--- src/rtl/ptt_pkg.sv ---
// ptt_pkg: shared types, operation codes and constants of the periodic timer table
// no dependencies
package ptt_pkg;

    localparam int TIME_W         = 48;
    localparam int IVL_W          = 32;
    localparam int DEF_MAX_TIMERS = 16;
    localparam int RESULT_LIMIT   = 16;
    localparam int RES_W          = $clog2(RESULT_LIMIT + 1);
    localparam int SNAP_FACTOR    = 100;

    typedef logic [2:0]        func_t;
    typedef logic [1:0]        status_t;
    typedef logic [TIME_W-1:0] time_t;
    typedef logic [IVL_W-1:0]  ivl_t;

    localparam func_t FUNC_TICK    = 3'd0;
    localparam func_t FUNC_ADD     = 3'd1;
    localparam func_t FUNC_SET_IVL = 3'd2;
    localparam func_t FUNC_ENABLE  = 3'd3;
    localparam func_t FUNC_DISABLE = 3'd4;

    localparam logic KIND_FIRE  = 1'b0;
    localparam logic KIND_REPLY = 1'b1;

    localparam status_t STATUS_OK       = 2'd0;
    localparam status_t STATUS_FULL     = 2'd1;
    localparam status_t STATUS_NO_TIMER = 2'd2;

    // state of the tick evaluation pipeline seen by the sequencer
    typedef struct packed {
        logic active;
        logic valid;
        logic fire;
        logic report;
    } tick_eval_t;

endpackage

--- src/rtl/ptt_ram.sv ---
// ptt_ram: generic single write port, single read port ram with registered read
// no dependencies
module ptt_ram #(
    parameter int WIDTH = 8,
    parameter int DEPTH = 16,
    localparam int AW = (DEPTH > 1) ? $clog2(DEPTH) : 1
) (
    input  logic             clk,
    input  logic             we,
    input  logic [AW-1:0]    waddr,
    input  logic [WIDTH-1:0] wdata,
    input  logic             re,
    input  logic [AW-1:0]    raddr,
    output logic [WIDTH-1:0] rdata
);

    logic [WIDTH-1:0] mem [DEPTH];
    logic [WIDTH-1:0] rdata_reg;

    always_ff @(posedge clk)
    begin
        if (we)
        begin
            mem[waddr] <= wdata;
        end
        if (re)
        begin
            rdata_reg <= mem[raddr];
        end
    end

    assign rdata = rdata_reg;

endmodule

--- src/rtl/ptt_tick_unit.sv ---
// ptt_tick_unit: three-stage deadline and snap evaluation, one timer entry per cycle
// depends on ptt_pkg; fed by the table rams of periodic_timer_table
module ptt_tick_unit #(
    parameter int MAX_TIMERS = ptt_pkg::DEF_MAX_TIMERS,
    localparam int AW = (MAX_TIMERS > 1) ? $clog2(MAX_TIMERS) : 1
) (
    input  logic                clk,
    input  logic                rst_n,
    input  logic                issue,
    input  logic [AW-1:0]       issue_idx,
    input  ptt_pkg::time_t      now,
    input  ptt_pkg::time_t      rd_lft,
    input  ptt_pkg::ivl_t       rd_period,
    input  logic                rd_run,
    input  logic                rd_rep,
    output ptt_pkg::tick_eval_t eval,
    output logic [AW-1:0]       eval_idx,
    output ptt_pkg::time_t      new_lft
);
    import ptt_pkg::*;

    localparam logic [6:0] SNAP_MUL = 7'(SNAP_FACTOR + 1);

    logic                s0_v_reg;
    logic [AW-1:0]       s0_idx_reg;

    logic                s1_v_reg;
    logic [AW-1:0]       s1_idx_reg;
    logic [TIME_W-1:0]   s1_lft_reg;
    logic [TIME_W:0]     s1_deadline_reg;
    logic [IVL_W+6:0]    s1_p101_reg;
    logic                s1_run_reg;
    logic                s1_rep_reg;

    logic                s2_v_reg;
    logic [AW-1:0]       s2_idx_reg;
    logic [TIME_W:0]     s2_deadline_reg;
    logic [TIME_W+1:0]   s2_thr_reg;
    logic                s2_fire_reg;
    logic                s2_rep_reg;

    logic [TIME_W:0]     deadline_next;
    logic [IVL_W+6:0]    p101_next;
    logic [TIME_W+1:0]   thr_next;
    logic                fire_next;
    logic                snap;

    assign deadline_next = {1'b0, rd_lft} + {17'b0, rd_period};
    assign p101_next     = {7'b0, rd_period} * {32'b0, SNAP_MUL};
    assign thr_next      = {2'b0, s1_lft_reg} + {11'b0, s1_p101_reg};
    assign fire_next     = s1_run_reg && ({1'b0, now} >= s1_deadline_reg);
    // still lagging by 100 intervals after the advance
    assign snap          = {2'b0, now} >= s2_thr_reg;

    always_ff @(posedge clk or negedge rst_n)
    begin
        if (!rst_n)
        begin
            s0_v_reg <= 1'b0;
            s1_v_reg <= 1'b0;
            s2_v_reg <= 1'b0;
        end
        else
        begin
            s0_v_reg <= issue;
            s1_v_reg <= s0_v_reg;
            s2_v_reg <= s1_v_reg;
        end
    end

    always_ff @(posedge clk)
    begin
        s0_idx_reg      <= issue_idx;
        s1_idx_reg      <= s0_idx_reg;
        s1_lft_reg      <= rd_lft;
        s1_deadline_reg <= deadline_next;
        s1_p101_reg     <= p101_next;
        s1_run_reg      <= rd_run;
        s1_rep_reg      <= rd_rep;
        s2_idx_reg      <= s1_idx_reg;
        s2_deadline_reg <= s1_deadline_reg;
        s2_thr_reg      <= thr_next;
        s2_fire_reg     <= fire_next;
        s2_rep_reg      <= s1_rep_reg;
    end

    assign eval.active = s0_v_reg || s1_v_reg || s2_v_reg;
    assign eval.valid  = s2_v_reg;
    assign eval.fire   = s2_fire_reg;
    assign eval.report = s2_rep_reg;
    assign eval_idx    = s2_idx_reg;
    assign new_lft     = snap ? now : s2_deadline_reg[TIME_W-1:0];

endmodule

--- src/rtl/periodic_timer_table.sv ---
// periodic_timer_table: a table operation returns one reply item in the cycle after start
// with busy low, so items can follow back to back. A tick keeps busy high while it walks the table
// (one entry per cycle into a three-stage pipeline, then a closing step); on an empty
// table it gives no item and busy stays low. Fire items leave at most one per cycle, the
// last in the first cycle with busy low; the receiver cannot stall them.
// Reset clears the timer count and all control; table contents are undefined until added.
module periodic_timer_table #(
    parameter int MAX_TIMERS = ptt_pkg::DEF_MAX_TIMERS
) (
    input  logic             clk,
    input  logic             rst_n,
    input  logic             start,
    output logic             busy,
    input  ptt_pkg::func_t   func,
    input  ptt_pkg::time_t   now_time,
    input  logic [3:0]       timer_index,
    input  ptt_pkg::ivl_t    interval,
    input  logic             enable_flag,
    input  logic             report,
    output logic             done,
    output logic             kind,
    output logic [3:0]       which_timer,
    output ptt_pkg::status_t status,
    output logic             last
);
    import ptt_pkg::*;

    localparam int AW   = (MAX_TIMERS > 1) ? $clog2(MAX_TIMERS) : 1;
    localparam int CW   = $clog2(MAX_TIMERS + 1);
    localparam int CMPW = (CW > 4) ? CW : 4;
    localparam int IW   = (AW > 4) ? AW : 4;

    localparam logic ST_IDLE = 1'b0;
    localparam logic ST_RUN  = 1'b1;

    logic             state_reg,   state_next;
    logic [CW-1:0]    count_reg,   count_next;
    logic [CW-1:0]    ptr_reg,     ptr_next;
    time_t            now_reg,     now_next;
    logic             pend_v_reg,  pend_v_next;
    logic [AW-1:0]    pend_idx_reg, pend_idx_next;
    logic [RES_W-1:0] nres_reg,    nres_next;
    logic             done_reg,    done_next;
    logic             kind_reg,    kind_next;
    logic [3:0]       which_reg,   which_next;
    status_t          status_reg,  status_next;
    logic             last_reg,    last_next;

    logic             accept;
    logic [CMPW-1:0]  idx_ext;
    logic [CMPW-1:0]  cnt_ext;
    logic             idx_ok;
    logic             full;
    logic [IW-1:0]    pend_wide;
    logic             issue;

    logic             lft_we;
    logic [AW-1:0]    lft_waddr;
    time_t            lft_wdata;
    logic             per_we;
    logic [AW-1:0]    per_waddr;
    logic             run_we;
    logic [AW-1:0]    run_waddr;
    logic             run_wdata;
    logic             rep_we;

    time_t            rd_lft;
    ivl_t             rd_period;
    logic             rd_run;
    logic             rd_rep;

    tick_eval_t       eval;
    logic [AW-1:0]    eval_idx;
    time_t            new_lft;

    assign accept    = start && !busy;
    assign busy      = (state_reg == ST_RUN);
    assign idx_ext   = CMPW'(timer_index);
    assign cnt_ext   = CMPW'(count_reg);
    assign idx_ok    = idx_ext < cnt_ext;
    assign full      = count_reg == CW'(MAX_TIMERS);
    assign pend_wide = IW'(pend_idx_reg);

    ptt_ram #(.WIDTH(TIME_W), .DEPTH(MAX_TIMERS)) u_lft_ram (
        .clk   (clk),
        .we    (lft_we),
        .waddr (lft_waddr),
        .wdata (lft_wdata),
        .re    (issue),
        .raddr (ptr_reg[AW-1:0]),
        .rdata (rd_lft)
    );

    ptt_ram #(.WIDTH(IVL_W), .DEPTH(MAX_TIMERS)) u_period_ram (
        .clk   (clk),
        .we    (per_we),
        .waddr (per_waddr),
        .wdata (interval),
        .re    (issue),
        .raddr (ptr_reg[AW-1:0]),
        .rdata (rd_period)
    );

    ptt_ram #(.WIDTH(1), .DEPTH(MAX_TIMERS)) u_run_ram (
        .clk   (clk),
        .we    (run_we),
        .waddr (run_waddr),
        .wdata (run_wdata),
        .re    (issue),
        .raddr (ptr_reg[AW-1:0]),
        .rdata (rd_run)
    );

    ptt_ram #(.WIDTH(1), .DEPTH(MAX_TIMERS)) u_rep_ram (
        .clk   (clk),
        .we    (rep_we),
        .waddr (cnt_ext[AW-1:0]),
        .wdata (report),
        .re    (issue),
        .raddr (ptr_reg[AW-1:0]),
        .rdata (rd_rep)
    );

    ptt_tick_unit #(.MAX_TIMERS(MAX_TIMERS)) u_tick_unit (
        .clk       (clk),
        .rst_n     (rst_n),
        .issue     (issue),
        .issue_idx (ptr_reg[AW-1:0]),
        .now       (now_reg),
        .rd_lft    (rd_lft),
        .rd_period (rd_period),
        .rd_run    (rd_run),
        .rd_rep    (rd_rep),
        .eval      (eval),
        .eval_idx  (eval_idx),
        .new_lft   (new_lft)
    );

    always_comb
    begin
        state_next    = state_reg;
        count_next    = count_reg;
        ptr_next      = ptr_reg;
        now_next      = now_reg;
        pend_v_next   = pend_v_reg;
        pend_idx_next = pend_idx_reg;
        nres_next     = nres_reg;
        done_next     = 1'b0;
        kind_next     = kind_reg;
        which_next    = which_reg;
        status_next   = status_reg;
        last_next     = last_reg;
        issue         = 1'b0;
        lft_we        = 1'b0;
        lft_waddr     = idx_ext[AW-1:0];
        lft_wdata     = now_time;
        per_we        = 1'b0;
        per_waddr     = idx_ext[AW-1:0];
        run_we        = 1'b0;
        run_waddr     = idx_ext[AW-1:0];
        run_wdata     = 1'b0;
        rep_we        = 1'b0;

        unique case (state_reg)
            ST_IDLE:
            begin
                if (accept)
                begin
                    unique case (func) inside
                        FUNC_TICK:
                        begin
                            now_next    = now_time;
                            ptr_next    = '0;
                            pend_v_next = 1'b0;
                            nres_next   = '0;
                            if (count_reg != '0)
                            begin
                                state_next = ST_RUN;
                            end
                        end
                        FUNC_ADD:
                        begin
                            done_next = 1'b1;
                            kind_next = KIND_REPLY;
                            last_next = 1'b1;
                            if (full)
                            begin
                                which_next  = 4'd0;
                                status_next = STATUS_FULL;
                            end
                            else
                            begin
                                which_next  = cnt_ext[3:0];
                                status_next = STATUS_OK;
                                count_next  = count_reg + CW'(1);
                                lft_we      = 1'b1;
                                lft_waddr   = cnt_ext[AW-1:0];
                                per_we      = 1'b1;
                                per_waddr   = cnt_ext[AW-1:0];
                                run_we      = 1'b1;
                                run_waddr   = cnt_ext[AW-1:0];
                                run_wdata   = enable_flag;
                                rep_we      = 1'b1;
                            end
                        end
                        FUNC_SET_IVL, FUNC_ENABLE, FUNC_DISABLE:
                        begin
                            done_next  = 1'b1;
                            kind_next  = KIND_REPLY;
                            last_next  = 1'b1;
                            which_next = timer_index;
                            if (!idx_ok)
                            begin
                                status_next = STATUS_NO_TIMER;
                            end
                            else
                            begin
                                status_next = STATUS_OK;
                                unique case (func)
                                    FUNC_SET_IVL:
                                    begin
                                        per_we = 1'b1;
                                    end
                                    FUNC_ENABLE:
                                    begin
                                        lft_we    = 1'b1;
                                        run_we    = 1'b1;
                                        run_wdata = 1'b1;
                                    end
                                    default:
                                    begin
                                        run_we    = 1'b1;
                                        run_wdata = 1'b0;
                                    end
                                endcase
                            end
                        end
                        default:
                        begin
                        end
                    endcase
                end
            end
            ST_RUN:
            begin
                if (ptr_reg < count_reg)
                begin
                    issue    = 1'b1;
                    ptr_next = ptr_reg + CW'(1);
                end
                if (eval.valid && eval.fire)
                begin
                    lft_we    = 1'b1;
                    lft_waddr = eval_idx;
                    lft_wdata = new_lft;
                    if (eval.report && (nres_reg < RES_W'(RESULT_LIMIT)))
                    begin
                        nres_next     = nres_reg + RES_W'(1);
                        pend_v_next   = 1'b1;
                        pend_idx_next = eval_idx;
                        // the held item is not the final one
                        if (pend_v_reg)
                        begin
                            done_next   = 1'b1;
                            kind_next   = KIND_FIRE;
                            which_next  = pend_wide[3:0];
                            status_next = STATUS_OK;
                            last_next   = 1'b0;
                        end
                    end
                end
                if ((ptr_reg >= count_reg) && !eval.active)
                begin
                    state_next  = ST_IDLE;
                    pend_v_next = 1'b0;
                    if (pend_v_reg)
                    begin
                        done_next   = 1'b1;
                        kind_next   = KIND_FIRE;
                        which_next  = pend_wide[3:0];
                        status_next = STATUS_OK;
                        last_next   = 1'b1;
                    end
                end
            end
            default:
            begin
                state_next = ST_IDLE;
            end
        endcase
    end

    always_ff @(posedge clk or negedge rst_n)
    begin
        if (!rst_n)
        begin
            state_reg  <= ST_IDLE;
            count_reg  <= '0;
            ptr_reg    <= '0;
            pend_v_reg <= 1'b0;
            nres_reg   <= '0;
            done_reg   <= 1'b0;
        end
        else
        begin
            state_reg  <= state_next;
            count_reg  <= count_next;
            ptr_reg    <= ptr_next;
            pend_v_reg <= pend_v_next;
            nres_reg   <= nres_next;
            done_reg   <= done_next;
        end
    end

    always_ff @(posedge clk)
    begin
        now_reg      <= now_next;
        pend_idx_reg <= pend_idx_next;
        kind_reg     <= kind_next;
        which_reg    <= which_next;
        status_reg   <= status_next;
        last_reg     <= last_next;
    end

    assign done        = done_reg;
    assign kind        = kind_reg;
    assign which_timer = which_reg;
    assign status      = status_reg;
    assign last        = last_reg;

endmodule

--- config.mk ---
export PLATFORM = sky130hd
export DESIGN_NAME = periodic_timer_table
export DESIGN_NICKNAME = d
export VERILOG_FILES = /design/src/rtl/ptt_pkg.sv /design/src/rtl/ptt_ram.sv /design/src/rtl/ptt_tick_unit.sv /design/src/rtl/periodic_timer_table.sv
export SDC_FILE = /design/constraint.sdc
export NUM_CORES = 2
export LEC_CHECK = 0
export ABC_AREA = 1
export BUFFER_PORTS_ARGS = -buffer_cell sky130_fd_sc_hd__buf_2
export CAP_MARGIN = 20
export CORE_ASPECT_RATIO = 0.75
export CORE_MARGIN = 8
export CORE_UTILIZATION = 30
export CTS_BUF_LIST = sky130_fd_sc_hd__clkbuf_16
export CTS_CLUSTER_SIZE = 14
export DETAILED_ROUTE_END_ITERATION = 10
export GPL_ROUTABILITY_DRIVEN = 0
export MAX_ROUTING_LAYER = met4
export SLEW_MARGIN = 15
export SYNTH_ARGS = -nofsm -noshare
export SYNTH_HDL_FRONTEND = slang
export SYNTH_HIERARCHICAL = 1
export SYNTH_SLANG_ARGS = --single-unit
export TNS_END_PERCENT = 10
--- constraint.sdc ---
create_clock -name clk -period 16.8 [get_ports clk]
set_clock_uncertainty 0.05 [all_clocks]
set_input_delay 0 -clock clk [delete_from_list [all_inputs] [get_ports clk]]
set_output_delay 0 -clock clk [all_outputs]
set_load 0.05 [all_outputs]
==> reports/results.md <==
| Quantity | Reported | Unit |
|---|---|---|
| Final setup TNS | 0 | ps |
| Main area contributors after synthesis | edfxtp_1, nand2_1, inv_1 | - |
| Vertical die dimension | 471 | um |
| Complex-gate fraction of the synthesized area | 1.99 | % |
| Number of global-route vias before repair | 54,800 | - |
| Number of antenna violations at the first check in global routing | 31 | - |
| Number of buffers on the longest clock path | 3 | - |
| Die X-Extent | 623 | um |
| Total global-route track usage | 17.0 | % |
| Slew at the pin closest to its max-slew limit | 1130 | ps |
| Number of core rows | 167 | - |
| Worst setup slack after placement | 12,020 | ps |
| Slack of the critical path | 11,920 | ps |
| Total wire length after detailed routing | 253 | mm |
| Number of pins with negative max-slew slack in the final report | 0 | - |
| Largest family of logic cells by synthesized area | simple AND/OR/NAND/NOR gates | - |
| Mapped Area | 82,900 | um^2 |
| RSZ-0062 raised after global routing | no | - |
| Clk pin slew, worst setup/hold paths | 60 | ps |
| Arrival time reported for the critical path endpoint | 5290 | ps |
| Worst path buffer plus inverter count | 5 | - |
| Top Ports | 102 | - |
| Max reg flops | 768 | - |
| Fraction of layout instances using a drive strength above 1 | 5.68 | % |
| Total core area | 275,000 | um^2 |
| Final Hold Violating Endpoints | 0 | - |
| Global-route wire length before repair | 368 | mm |
| Peak per-stage delay on the critical path | 930 | ps |
| Register area share after synthesis | 59.3 | % |
| Fin crit period | 4880 | ps |
| Most numerous cell on the critical path | buf_4 | - |
| Critical-path cell with the highest stage delay | nor2_4 | - |
| Routed len/inst | 19.6 | um |
| First-pass DRT Iterations | 6 | - |
| Net total in the final layout | 9,524 | - |
| Xor/xnor cell area share of the yosys netlist | 0.845 | % |
| Post-synthesis async set-or-reset flop share | 1.22 | % |
| Post-synthesis cell count | 8,874 | - |
| Final count of negative-setup-slack endpoints | 0 | - |
| Setup Crit Path Kind | reg2reg | - |
| Class of the worst hold path | in2reg | - |
| Routed vias | 60,400 | - |
| Port Buffer Count | 101 | - |
| Net count after synthesis | 9,315 | - |
| H-Tree Level Count | 4 | - |
| Registers with the highest flip-flop counts | u_lft_ram/mem x768, u_period_ram/mem x512 | - |
| Dominant synthesized flop cell | edfxtp_1 | - |
| Effective utilization at floorplan | 30.1 | % |
| Result of the run | completed | - |
| Final critical-path share of the clock period | 29.0 | % |
| CP startpoint kind | flop | - |
| Initial drt markers | 6,991 | - |
| Ys Warns | 6 | - |
| Highest net fanout along the worst path | 54 | - |
| Critical path, cell by cell | inv_4 > nor2_8 > buf_4 > inv_2 > buf_4 > nand2_1 > nand2_1 > nor2_4 > buf_4 | - |
| Count of distinct cell types in the synthesized netlist | 51 | - |
| EDFF count, synth | 1,454 | - |
| Final std cells w/o fill | 12,900 | - |
| Register with the highest flop count | u_lft_ram/mem | - |
| Die area | 294,000 | um^2 |
| TritonCTS buffer count | 182 | - |
| # fillers | 27,900 | - |
| CTS tree | built | - |
| Slew HR | 24.2 | % |
| Post-DR vias/cell | 4.69 | - |
| Share of synthesized area spent on multiplexers | 0 | % |
| Simple logic cell fraction of the synthesized area | 22.6 | % |
| Post-synthesis register bit count | 1,724 | - |
| Max_cap viols | 0 | - |
| Total DRC errors in the routed layout | 0 | - |
| Timing-limited maximum frequency | 205 | MHz |
| Worst hold margin | 45.0 | ps |
| CTS sink count | 1,724 | - |
| Residual overflow from global routing | 0 | - |
| Area growth syn-to-layout | 13.9 | % |
| Cell taking the most area after synthesis | edfxtp_1 | - |
| Final antenna-violating net count | 0 | - |
| Area share of the leading cell type in the synthesized netlist | 52.7 | % |
| Register-to-register path setup slack | 11,920 | ps |
| Adder-cell area share of the yosys netlist | 5.77 | % |
| Crit path max-delay family | buffers and inverters | - |
| Largest net degree at the start of global routing | 170 | - |
| Placed instance count | 12,400 | - |
| Source-to-sink clock delay at the later pin of the worst-skew pair | 880 | ps |
| Critical Path End Type | flop | - |
| Sequential Area | 49,200 | um^2 |
| Sum of net half-perimeters after detailed placement | 157 | mm |
| Synthesized area divided by synthesized cell count | 9.34 | um^2 |
| Root cell of the clock tree | clkbuf_16 | - |
| Total area of multi-input combinational cells | 26,200 | um^2 |
| Data required, critical path | 17,210 | ps |
-- worst register-to-register path: stages, from the launching register on --
cell and delay, ps:
dfrtp_1 630, inv_4 200, nor2_8 140, buf_4 690, inv_2 110, buf_4 390, nand2_1 270, nand2_1 270
nor2_4 930, buf_4 790
-- logic make-up after synthesis --
family                     after synthesis
and+or+nand+nor                       4513
adders and majority gates              349
DFF                                   1724
xor gates and xnor gates                80
AOI/OAI and AO/OA                      305
buffers and inverters                 1903
-- cells in the mapped netlist, types with 2 or more instances --
cell / number
inv_4: 3
a21oi_1: 173
o21ai_1: 2
nand4_1: 38
nor2_1: 360
o21bai_1: 20
inv_8: 2
xor2_1: 74
inv_2: 12
dfxtp_1: 249
a21o_1: 8
nor3_1: 35
o21a_1: 7
and3_1: 2
inv_1: 1588
a22oi_1: 5
buf_6: 41
dfrtp_1: 21
nand3_2: 6
buf_2: 153
nor4_1: 2
nand3_1: 1174
ha_1: 294
o22ai_1: 3
and2_1: 4
nand2_2: 10
o21ai_0: 82
clkinv_2: 2
nand2_1: 2849
or2_2: 3
buf_1: 24
nor2_2: 7
nor3_2: 2
xnor2_1: 6
nand3b_1: 13
buf_4: 34
clkbuf_1: 43
a21boi_0: 2
fa_1: 55
or4_1: 2
edfxtp_1: 1454
-- area by class of cell --
type                            instances  area share [%]
Clock buffer                          185            4.90
Antenna cell                           17          0.0450
Tap cell                             3633            4.81
Sequential cell                      1724            52.1
Clock inverter                        155            1.28
Inverter                             1607            6.44
Multi-Input combinational cell       5247            27.7
Timing Repair Buffer                  321            2.73
-- stage by stage --
step	utilization [%]	area [um^2]
floorplan	-	82900
global placement	31.6	87100
detailed placement	31.6	87100
CTS	34.3	94400
global route	34.3	94400
finish	34.3	94400
-- cell usage in the layout (no fill, tap or decap), drive strengths merged, types with 5 or more instances in the layout --
master / instances
bufinv: 9
ha: 294
o21ai: 85
clkbuf: 186
a21oi: 173
dfxtp: 249
buf: 173
fa: 55
nor2: 369
nand2: 2860
nand3b: 13
xnor2: 6
a21o: 8
diode: 17
dlygate4sd3: 147
nand3: 1180
o21a: 7
a22oi: 5
edfxtp: 1454
inv: 1673
xor2: 74
nor3: 37
dfrtp: 21
clkinv: 76
o21bai: 20
nand4: 39
-- repair_timing --
item,4_1_cts,5_1_grt
gates resized for setup,0,0
hold buffers,148,0
hold endpoints to repair,1394,0
setup buffers,0,0
-- metal layers --
| layer | share of wire [%] | track usage [%] | routed length [um] |
|---|---|---|---|
| met1 | 45 | 24.0 | 114000 |
| met2 | 43 | 24.9 | 109000 |
| met3 | 9.5 | 3.72 | 24100 |
| met4 | 2.3 | 4.11 | 5860 |
| met5 | 0 | - | 0 |
-- path summary, 6_finish.rpt --
path,to,from,cells past startpoint
max in group asynchronous,ptr_reg[1],rst_n,4
worst min-delay path,now_reg[35],now_time[35],2
worst max-delay path,u_lft_ram/mem[9][46],busy,9
worst min register to register,u_tick_unit/s2_deadline_reg[40],u_tick_unit/s1_deadline_reg[40],0
min in group asynchronous,u_tick_unit/s2_v_reg,rst_n,4
worst max register to register,u_lft_ram/mem[9][46],busy,9
Power is left out: the tool's default activity adds up to more than one toggle a clock period on the data nets, which glitch-free logic cannot reach.
